$ cat src/rtl/core/tcpq_pkg.sv
// shared types, constants and codes for the two class priority queue server
// no dependencies
package tcpq_pkg;

   localparam int QUEUE_DEPTH = 16;
   localparam int PTR_W       = (QUEUE_DEPTH > 1) ? $clog2(QUEUE_DEPTH) : 1;
   localparam int SUM_W       = PTR_W + 1;
   localparam int CNT_W       = $clog2(QUEUE_DEPTH + 1);
   localparam int ENTRY_W     = 48;
   localparam int LIMIT_W     = 5;
   localparam int CSR_ADDR_W  = 3;
   localparam int CSR_DATA_W  = 32;

   localparam logic [LIMIT_W-1:0] LIMIT_RESET = 5'd16;
   localparam logic [0:0]         REG_ADMIT_CAP = 1'b0;

   localparam logic [1:0] CMD_REQ_A = 2'd0;
   localparam logic [1:0] CMD_REQ_B = 2'd1;
   localparam logic [1:0] CMD_SERVE = 2'd2;

   localparam logic [1:0] PREF_BOTH   = 2'd0;
   localparam logic [1:0] PREF_A_ONLY = 2'd1;
   localparam logic [1:0] PREF_B_ONLY = 2'd2;

   localparam logic [1:0] SERVED_IDLE = 2'd0;
   localparam logic [1:0] SERVED_A    = 2'd1;
   localparam logic [1:0] SERVED_B    = 2'd2;

   localparam logic STATUS_ADMIT  = 1'b0;
   localparam logic STATUS_REFUSE = 1'b1;

   typedef enum logic [1:0] {
      ST_IDLE,
      ST_EXEC,
      ST_RESP
   } state_type;

   typedef struct packed {
      logic accept;
      logic exec;
   } ctl_cmd_type;

   typedef struct packed {
      logic [1:0]  cmd;
      logic [15:0] item_id;
      logic [31:0] arrival_time;
      logic [31:0] now_time;
      logic [1:0]  preference;
   } req_type;

   typedef struct packed {
      logic        status;
      logic [1:0]  served_class;
      logic [15:0] served_id;
      logic [4:0]  count_a;
      logic [4:0]  count_b;
      logic [31:0] refused_a;
      logic [31:0] refused_b;
      logic [31:0] served_a;
      logic [31:0] served_b;
      logic [31:0] wait_total_a;
      logic [31:0] wait_total_b;
      logic [31:0] idle_total;
   } rsp_type;

endpackage

$ cat src/rtl/core/two_class_priority_queue_server_core.sv
// top level of the two class strict priority queue server
// depends on tcpq_pkg, tcpq_ctrl, tcpq_dp (and tcpq_ram through tcpq_dp)
//
// command channel: req_data (cmd, item_id, arrival_time, now_time, preference)
// transfers at a rising edge where start is high and busy is low
// result channel: rsp_data is valid for exactly one cycle while rsp_valid is
// high; the receiver takes it at the edge that ends that cycle and cannot stall
// latency: the command transfers, the next cycle executes (busy high), and the
// result strobe follows in the cycle after that
// command flow: no command transfers while busy; start may be held high through the
// result cycle to transfer the next command there. the gap between commands is
// set by the execute state, which needs the queue head from the registered ram read
// configuration: apb-style port, admit cap register at byte address 0, reset 16
// reset: synchronous, clears both queues, all counters and the controller, and
// restores the admit cap to 16; no clearing pass is needed
module two_class_priority_queue_server_core (
   input  logic                            clock,
   input  logic                            reset,
   input  logic                            start,
   output logic                            busy,
   input  tcpq_pkg::req_type               req_data,
   output logic                            rsp_valid,
   output tcpq_pkg::rsp_type               rsp_data,
   input  logic                            psel,
   input  logic                            penable,
   input  logic                            pwrite,
   input  logic [tcpq_pkg::CSR_ADDR_W-1:0] paddr,
   input  logic [tcpq_pkg::CSR_DATA_W-1:0] pwdata,
   output logic [tcpq_pkg::CSR_DATA_W-1:0] prdata,
   output logic                            pready
);
   import tcpq_pkg::*;

   ctl_cmd_type        ctl;
   logic [LIMIT_W-1:0] limit_ff;

   assign pready = 1'b1;

   always_ff @(posedge clock) begin
      if (reset) begin
         limit_ff <= LIMIT_RESET;
      end else if (psel && penable && pwrite && (paddr[2] == REG_ADMIT_CAP)) begin
         limit_ff <= pwdata[LIMIT_W-1:0];
      end
   end

   always_comb begin
      unique case (paddr[2])
         REG_ADMIT_CAP: prdata = CSR_DATA_W'(limit_ff);
         default:       prdata = '0;
      endcase
   end

   tcpq_ctrl u_ctrl (
      .clock     (clock),
      .reset     (reset),
      .start     (start),
      .busy      (busy),
      .rsp_valid (rsp_valid),
      .ctl       (ctl)
   );

   tcpq_dp u_dp (
      .clock     (clock),
      .reset     (reset),
      .ctl       (ctl),
      .req_data  (req_data),
      .admit_cap (limit_ff),
      .rsp_data  (rsp_data)
   );

   a_exec_one_cycle: assert property (@(posedge clock) disable iff (reset)
      busy |=> !busy) else $error("execute lasted more than one cycle");

   a_accept_starts_exec: assert property (@(posedge clock) disable iff (reset)
      (start && !busy) |=> busy) else $error("transfer did not start execution");

   a_result_after_exec: assert property (@(posedge clock) disable iff (reset)
      busy |=> rsp_valid) else $error("no result after execute cycle");

   a_refuse_not_served: assert property (@(posedge clock) disable iff (reset)
      (rsp_valid && (rsp_data.status == STATUS_REFUSE)) |->
         ((rsp_data.served_class == SERVED_IDLE) && (rsp_data.served_id == '0)))
      else $error("refused request reports a served item");

endmodule

$ cat src/rtl/core/tcpq_ram.sv
// generic single write port ram with one registered read port
// no dependencies
module tcpq_ram #(
   parameter int WIDTH = 48,
   parameter int DEPTH = 16
) (
   input  logic                                      clock,
   input  logic                                      we,
   input  logic [((DEPTH > 1) ? $clog2(DEPTH) : 1)-1:0] waddr,
   input  logic [WIDTH-1:0]                          wdata,
   input  logic [((DEPTH > 1) ? $clog2(DEPTH) : 1)-1:0] raddr,
   output logic [WIDTH-1:0]                          rdata
);

   logic [WIDTH-1:0] mem_ff [DEPTH];
   logic [WIDTH-1:0] rdata_ff;

   always_ff @(posedge clock) begin
      if (we) begin
         mem_ff[waddr] <= wdata;
      end
      rdata_ff <= mem_ff[raddr];
   end

   assign rdata = rdata_ff;

endmodule

$ cat src/rtl/core/tcpq_ctrl.sv
// controller state machine: accept, execute, result strobe
// depends on tcpq_pkg
module tcpq_ctrl (
   input  logic                 clock,
   input  logic                 reset,
   input  logic                 start,
   output logic                 busy,
   output logic                 rsp_valid,
   output tcpq_pkg::ctl_cmd_type ctl
);
   import tcpq_pkg::*;

   state_type state_ff;
   state_type state_in;

   always_ff @(posedge clock) begin
      if (reset) begin
         state_ff <= ST_IDLE;
      end else begin
         state_ff <= state_in;
      end
   end

   always_comb begin
      state_in = state_ff;
      unique case (state_ff)
         ST_IDLE: begin
            if (start) state_in = ST_EXEC;
         end
         ST_EXEC: begin
            state_in = ST_RESP;
         end
         ST_RESP: begin
            state_in = start ? ST_EXEC : ST_IDLE;
         end
         default: begin
            state_in = ST_IDLE;
         end
      endcase
   end

   always_comb begin
      busy       = 1'b0;
      rsp_valid  = 1'b0;
      ctl.accept = 1'b0;
      ctl.exec   = 1'b0;
      unique case (state_ff)
         ST_IDLE: begin
            ctl.accept = start;
         end
         ST_EXEC: begin
            busy     = 1'b1;
            ctl.exec = 1'b1;
         end
         ST_RESP: begin
            rsp_valid  = 1'b1;
            ctl.accept = start;
         end
         default: begin
            busy = 1'b0;
         end
      endcase
   end

endmodule

$ cat src/rtl/core/tcpq_dp.sv
// datapath: two queue rams, pointers, fill counts, saturating counters, result register
// depends on tcpq_pkg and tcpq_ram
module tcpq_dp (
   input  logic                          clock,
   input  logic                          reset,
   input  tcpq_pkg::ctl_cmd_type         ctl,
   input  tcpq_pkg::req_type             req_data,
   input  logic [tcpq_pkg::LIMIT_W-1:0]  admit_cap,
   output tcpq_pkg::rsp_type             rsp_data
);
   import tcpq_pkg::*;

   function automatic logic [31:0] sat_inc(input logic [31:0] a);
      return (a == '1) ? a : a + 32'd1;
   endfunction

   function automatic logic [31:0] sat_add(input logic [31:0] a, input logic [31:0] b);
      logic [32:0] s;
      s = {1'b0, a} + {1'b0, b};
      return s[32] ? '1 : s[31:0];
   endfunction

   function automatic logic [PTR_W-1:0] ptr_inc(input logic [PTR_W-1:0] p);
      return (SUM_W'(p) == SUM_W'(QUEUE_DEPTH - 1)) ? '0 : p + PTR_W'(1);
   endfunction

   function automatic logic [PTR_W-1:0] tail_of(input logic [PTR_W-1:0] h,
                                                input logic [CNT_W-1:0] f);
      logic [SUM_W-1:0] s;
      s = SUM_W'(h) + SUM_W'(f);
      if (s >= SUM_W'(QUEUE_DEPTH)) s = s - SUM_W'(QUEUE_DEPTH);
      return s[PTR_W-1:0];
   endfunction

   req_type           req_ff;
   rsp_type           rsp_ff;
   rsp_type           rsp_in;
   logic [PTR_W-1:0]  head_a_ff, head_a_in, head_b_ff, head_b_in;
   logic [CNT_W-1:0]  fill_a_ff, fill_a_in, fill_b_ff, fill_b_in;
   logic [31:0]       refused_a_ff, refused_a_in, refused_b_ff, refused_b_in;
   logic [31:0]       served_a_ff, served_a_in, served_b_ff, served_b_in;
   logic [31:0]       wait_a_ff, wait_a_in, wait_b_ff, wait_b_in;
   logic [31:0]       idle_ff, idle_in;
   logic [CNT_W-1:0]  lim_eff;
   logic [ENTRY_W-1:0] rd_a, rd_b, wr_entry;
   logic              push_a, push_b;
   logic              take_a, take_b;
   logic [31:0]       wait_a, wait_b;

   always_ff @(posedge clock) begin
      if (ctl.accept) begin
         req_ff <= req_data;
      end
      if (ctl.exec) begin
         rsp_ff <= rsp_in;
      end
   end

   always_ff @(posedge clock) begin
      if (reset) begin
         head_a_ff    <= '0;
         head_b_ff    <= '0;
         fill_a_ff    <= '0;
         fill_b_ff    <= '0;
         refused_a_ff <= '0;
         refused_b_ff <= '0;
         served_a_ff  <= '0;
         served_b_ff  <= '0;
         wait_a_ff    <= '0;
         wait_b_ff    <= '0;
         idle_ff      <= '0;
      end else if (ctl.exec) begin
         head_a_ff    <= head_a_in;
         head_b_ff    <= head_b_in;
         fill_a_ff    <= fill_a_in;
         fill_b_ff    <= fill_b_in;
         refused_a_ff <= refused_a_in;
         refused_b_ff <= refused_b_in;
         served_a_ff  <= served_a_in;
         served_b_ff  <= served_b_in;
         wait_a_ff    <= wait_a_in;
         wait_b_ff    <= wait_b_in;
         idle_ff      <= idle_in;
      end
   end

   assign lim_eff  = (32'(admit_cap) > 32'(QUEUE_DEPTH)) ? CNT_W'(QUEUE_DEPTH)
                                                         : CNT_W'(admit_cap);
   assign wr_entry = {req_ff.item_id, req_ff.arrival_time};
   assign wait_a   = req_ff.now_time - rd_a[31:0];
   assign wait_b   = req_ff.now_time - rd_b[31:0];

   always_comb begin
      head_a_in    = head_a_ff;
      head_b_in    = head_b_ff;
      fill_a_in    = fill_a_ff;
      fill_b_in    = fill_b_ff;
      refused_a_in = refused_a_ff;
      refused_b_in = refused_b_ff;
      served_a_in  = served_a_ff;
      served_b_in  = served_b_ff;
      wait_a_in    = wait_a_ff;
      wait_b_in    = wait_b_ff;
      idle_in      = idle_ff;
      push_a       = 1'b0;
      push_b       = 1'b0;
      take_a       = 1'b0;
      take_b       = 1'b0;
      rsp_in.status       = STATUS_ADMIT;
      rsp_in.served_class = SERVED_IDLE;
      rsp_in.served_id    = '0;
      case (req_ff.cmd)
         CMD_REQ_A: begin
            if (fill_a_ff < lim_eff) begin
               push_a    = 1'b1;
               fill_a_in = fill_a_ff + CNT_W'(1);
            end else begin
               rsp_in.status = STATUS_REFUSE;
               refused_a_in  = sat_inc(refused_a_ff);
            end
         end
         CMD_REQ_B: begin
            if (fill_b_ff < lim_eff) begin
               push_b    = 1'b1;
               fill_b_in = fill_b_ff + CNT_W'(1);
            end else begin
               rsp_in.status = STATUS_REFUSE;
               refused_b_in  = sat_inc(refused_b_ff);
            end
         end
         CMD_SERVE: begin
            take_a = (req_ff.preference != PREF_B_ONLY) && (fill_a_ff != '0);
            take_b = !take_a && (req_ff.preference != PREF_A_ONLY) && (fill_b_ff != '0);
            if (take_a) begin
               head_a_in           = ptr_inc(head_a_ff);
               fill_a_in           = fill_a_ff - CNT_W'(1);
               wait_a_in           = sat_add(wait_a_ff, wait_a);
               served_a_in         = sat_inc(served_a_ff);
               rsp_in.served_class = SERVED_A;
               rsp_in.served_id    = rd_a[47:32];
            end else if (take_b) begin
               head_b_in           = ptr_inc(head_b_ff);
               fill_b_in           = fill_b_ff - CNT_W'(1);
               wait_b_in           = sat_add(wait_b_ff, wait_b);
               served_b_in         = sat_inc(served_b_ff);
               rsp_in.served_class = SERVED_B;
               rsp_in.served_id    = rd_b[47:32];
            end else if ((req_ff.preference != PREF_A_ONLY) &&
                         (req_ff.preference != PREF_B_ONLY)) begin
               idle_in = sat_inc(idle_ff);
            end
         end
         default: begin
            rsp_in.status = STATUS_ADMIT;
         end
      endcase
      rsp_in.count_a      = 5'(fill_a_in);
      rsp_in.count_b      = 5'(fill_b_in);
      rsp_in.refused_a    = refused_a_in;
      rsp_in.refused_b    = refused_b_in;
      rsp_in.served_a     = served_a_in;
      rsp_in.served_b     = served_b_in;
      rsp_in.wait_total_a = wait_a_in;
      rsp_in.wait_total_b = wait_b_in;
      rsp_in.idle_total   = idle_in;
   end

   tcpq_ram #(.WIDTH(ENTRY_W), .DEPTH(QUEUE_DEPTH)) u_ram_a (
      .clock (clock),
      .we    (ctl.exec && push_a),
      .waddr (tail_of(head_a_ff, fill_a_ff)),
      .wdata (wr_entry),
      .raddr (head_a_ff),
      .rdata (rd_a)
   );

   tcpq_ram #(.WIDTH(ENTRY_W), .DEPTH(QUEUE_DEPTH)) u_ram_b (
      .clock (clock),
      .we    (ctl.exec && push_b),
      .waddr (tail_of(head_b_ff, fill_b_ff)),
      .wdata (wr_entry),
      .raddr (head_b_ff),
      .rdata (rd_b)
   );

   assign rsp_data = rsp_ff;

endmodule
$ cat config.mk
export PLATFORM = sky130hd
export DESIGN_NAME = two_class_priority_queue_server_core
export DESIGN_NICKNAME = d
export VERILOG_FILES = /design/src/rtl/core/tcpq_pkg.sv /design/src/rtl/core/two_class_priority_queue_server_core.sv /design/src/rtl/core/tcpq_ram.sv /design/src/rtl/core/tcpq_ctrl.sv /design/src/rtl/core/tcpq_dp.sv
export SDC_FILE = /design/constraint.sdc
export NUM_CORES = 2
export LEC_CHECK = 0
export ABC_AREA = 1
export BUFFER_PORTS_ARGS = -buffer_cell sky130_fd_sc_hd__buf_4
export CAP_MARGIN = 40
export CORE_ASPECT_RATIO = 1.5
export CORE_MARGIN = 2
export CORE_UTILIZATION = 50
export CTS_CLUSTER_DIAMETER = 50
export DETAILED_ROUTE_END_ITERATION = 16
export GPL_ROUTABILITY_DRIVEN = 1
export PLACE_DENSITY = 0.67
export SYNTH_ARGS = -nofsm -noshare
export SYNTH_HDL_FRONTEND = slang
export SYNTH_SLANG_ARGS = --single-unit
$ cat constraint.sdc
create_clock -name clock -period 12.5 [get_ports clock]
set_input_delay 2.5 -clock clock [delete_from_list [all_inputs] [get_ports clock]]
set_output_delay 2.5 -clock clock [all_outputs]
set_load 0.01 [all_outputs]
==> reports/qor.yml <==
drt:
  drt_first_pass_iters: 6
  drcViolationCount: 0
  wl_per_cell_um: 23.92
  drt-total-wl_um: 287800
  vias: 70029
  dr.first_iter.drc_count: 7081
  drt.antenna.violating_nets: 0
  vias_per_cell: 5.821
cells_and_area:
  num-fill-cells: 15647
  nNetsFinal: 9645
  final_area_um2: 110300
  final_util_pct: 57.43
  layout-drive-gt1-share_pct: 9.954
  area_growth_syn_to_layout_pct: 14.30
  fin_cells: 12031
cts:
  ctsResizeCount: 0
  clkSinkCount: 2218
  clk_latency_ns: 0.90
  cts_buffer_depth: 4
  holdBufCountCts: 0
  cts_setup_buffers: 0
  cts_tree: "built"
  clk_pin_slew_ns: 0.06
  cts_made_buffers: 217
  cts_max_level: 4
  cts-root-buf: "clkbuf_16"
synth:
  synthArstFlopShare_pct: 0
  seq_area_frac_synth_pct: 65.46
  syn_avg_cell_area_um2: 10.68
  yosysWarnings: 0
  synthFlopType: "edfxtp_1"
  synthCells: 9031
  yosys-top-cells-area: "edfxtp_1 (58%), dfxtp_1 (7.2%), nand2_1 (5.4%)"
  synth-edff-count: 1873
  yosysTopAreaCell: "edfxtp_1"
  syn_area_um2: 96470
  synth_top_cell_area_share_pct: 58.30
  ys_types: 55
  synth_seq_cells: 2218
setup_path:
  path_class: "input port to output port"
  crit_path_max_fanout: 6
  cp-start-kind: "input port"
  worstSetupEndpointType: "output port"
  required_ns: 10.00
  critPathArrivalTime_ns: 2.90
timing:
  setup_tns_ns: 0
  final-setup-viol-count: 0
  clock-skew-final_ns: 0.06779
  fin_crit_ns: 5.405
  tightest_slew_ns: 1.087
  whs_ns: 0.4780
  fin_ws_ns: 7.095
  rsz0062_at_grt: "no"
  post-route-period-util_pct: 43.24
  max_slew_margin_pct: 27.56
  hold_viol: 0
  timing.fmax_ghz: 0.1850
  drv_slew: 0
global_routing:
  globalRoute.totalOverflow: 0
  grt_pass1_vias: 66824
  grt_first_pass_wirelength_um: 416000
  grt_max_degree: 241
  grt.total_usage_pct: 28.36
  antenna_found_initial: 25
pwr:
  p_per_area_nw_per_um2: 144.2
  p_leak_nw: 41.24
  total_power_mw: 15.90
  ir_worst_vdd_mv: 0.1543
die:
  dieArea_um2: 196500
  io_pins: 413
  start_util_pct: 50.24
  die_x_um: 362.6
  coreArea_um2: 192000
  dieHeight_um: 542.0
  row_count: 197
place:
  pre_cts_ws_ns: 7.083
  placed_cell_area_um2: 103200
  routabilityCongestion: 0.9407
  hpwl_um: 185900
  io_buffer_count: 355
  dp.cells: 11622
worst_hold_path:
  hp-class: "flop to flop"
flow_run:
  maxCapViolations: 0
run_status:
  status: "completed"
-- flip-flops by register name, summed over array words and instances, names as in the netlist, 32 cells and up --
| name | count |
|---|---|
| u_dp.idle_ff | 32 |
| u_dp.u_ram_a.mem_ff | 768 |
| u_dp.served_a_ff | 32 |
| u_dp.u_ram_a.rdata | 48 |
| u_dp.u_ram_b.rdata | 48 |
| u_dp.refused_b_ff | 32 |
| u_dp.wait_b_ff | 32 |
| u_dp.served_b_ff | 32 |
| u_dp.refused_a_ff | 32 |
| u_dp.rsp_data | 253 |
| u_dp.wait_a_ff | 32 |
| u_dp.req_ff | 84 |
| u_dp.u_ram_b.mem_ff | 768 |
-- power by group --
group | internal (mW) | switching (mW)
Clock | 3.66 | 2.84
Sequential | 8.16 | 0.142
Combinational | 0.358 | 0.745
Total | 12.2 | 3.73
-- Yosys cell counts, drive strengths merged, types with 77 or more instances --
cell,number
mux2i,77
inv,809
buf,107
nand2,1408
a21oi,382
ha,159
edfxtp,1873
o21ai,926
o22ai,123
o32ai,115
o221ai,158
clkbuf,334
nand3,450
nor2,1336
xor2,101
dfxtp,345
-- cells by family after synthesis --
logic type,synth area share [%]
flip-flops,65.46
AO/OA/AOI/OAI,11.15
buffers and inverters,5.096
other,0.007785
XOR/XNOR,1.208
multiplexers,0.7990
adder cells (fa/ha/maj),2.187
AND/OR/NAND/NOR,14.09
-- layer usage --
metal | vias to the layer above | track usage (%) | part of all wire, %
li1 | 32247 | - | -
met4 | 28 | 16.41 | 6.4
met3 | 724 | 4.362 | 7.6
met5 | - | 0 | 0.059
met1 | 33941 | 33.47 | 37
met2 | 3089 | 49.11 | 49
-- path summary, 6_finish.rpt --
path	from	endpoint	slack, ns	cells past startpoint
min	limit_ff[1]$_SDFFE_PP0P_	limit_ff[1]$_SDFFE_PP0P_	0.48	2
max reg2reg	u_dp.req_ff[3]$_DFFE_PP_	u_dp.rsp_data[90]$_DFFE_PP_	7.14	19
min reg2reg	limit_ff[1]$_SDFFE_PP0P_	limit_ff[1]$_SDFFE_PP0P_	0.48	2
max	paddr[2]	prdata[1]	7.10	3
-- final cells by class --
cell class                      count  area (µm²)  area share (%)
Sequential cell                  2218       63170           57.29
Multi-Input combinational cell   5584       28770           26.09
Clock buffer                      285        5858           5.313
Timing Repair Buffer              520        5085           4.612
Tap cell                         2487        3112           2.822
Inverter                          814        3080           2.794
Clock inverter                    113        1161           1.053
Antenna cell                       10       25.02         0.02269
-- cell usage in the layout (no fill, tap or decap), drive strengths merged, types with 32 or more instances in the layout --
cell type and n:
nand4 70, mux2i 77, edfxtp 1873, clkbuf 286
ha 159, nor2 1336, inv 822, buf 519
clkinv 77, a21oi 382, o211ai 43, xor2 101
nor3 46, o221ai 158, nand2 1408, nand3 450
xnor2 32, o21ai 926, o32ai 115, dfxtp 345
o22ai 123
-- worst max-delay path, cell delays in order --
cell and delay, ns:
buf_4 0.15, nor2_1 0.12, buf_4 0.13
Power figures use the tool's default switching activity.
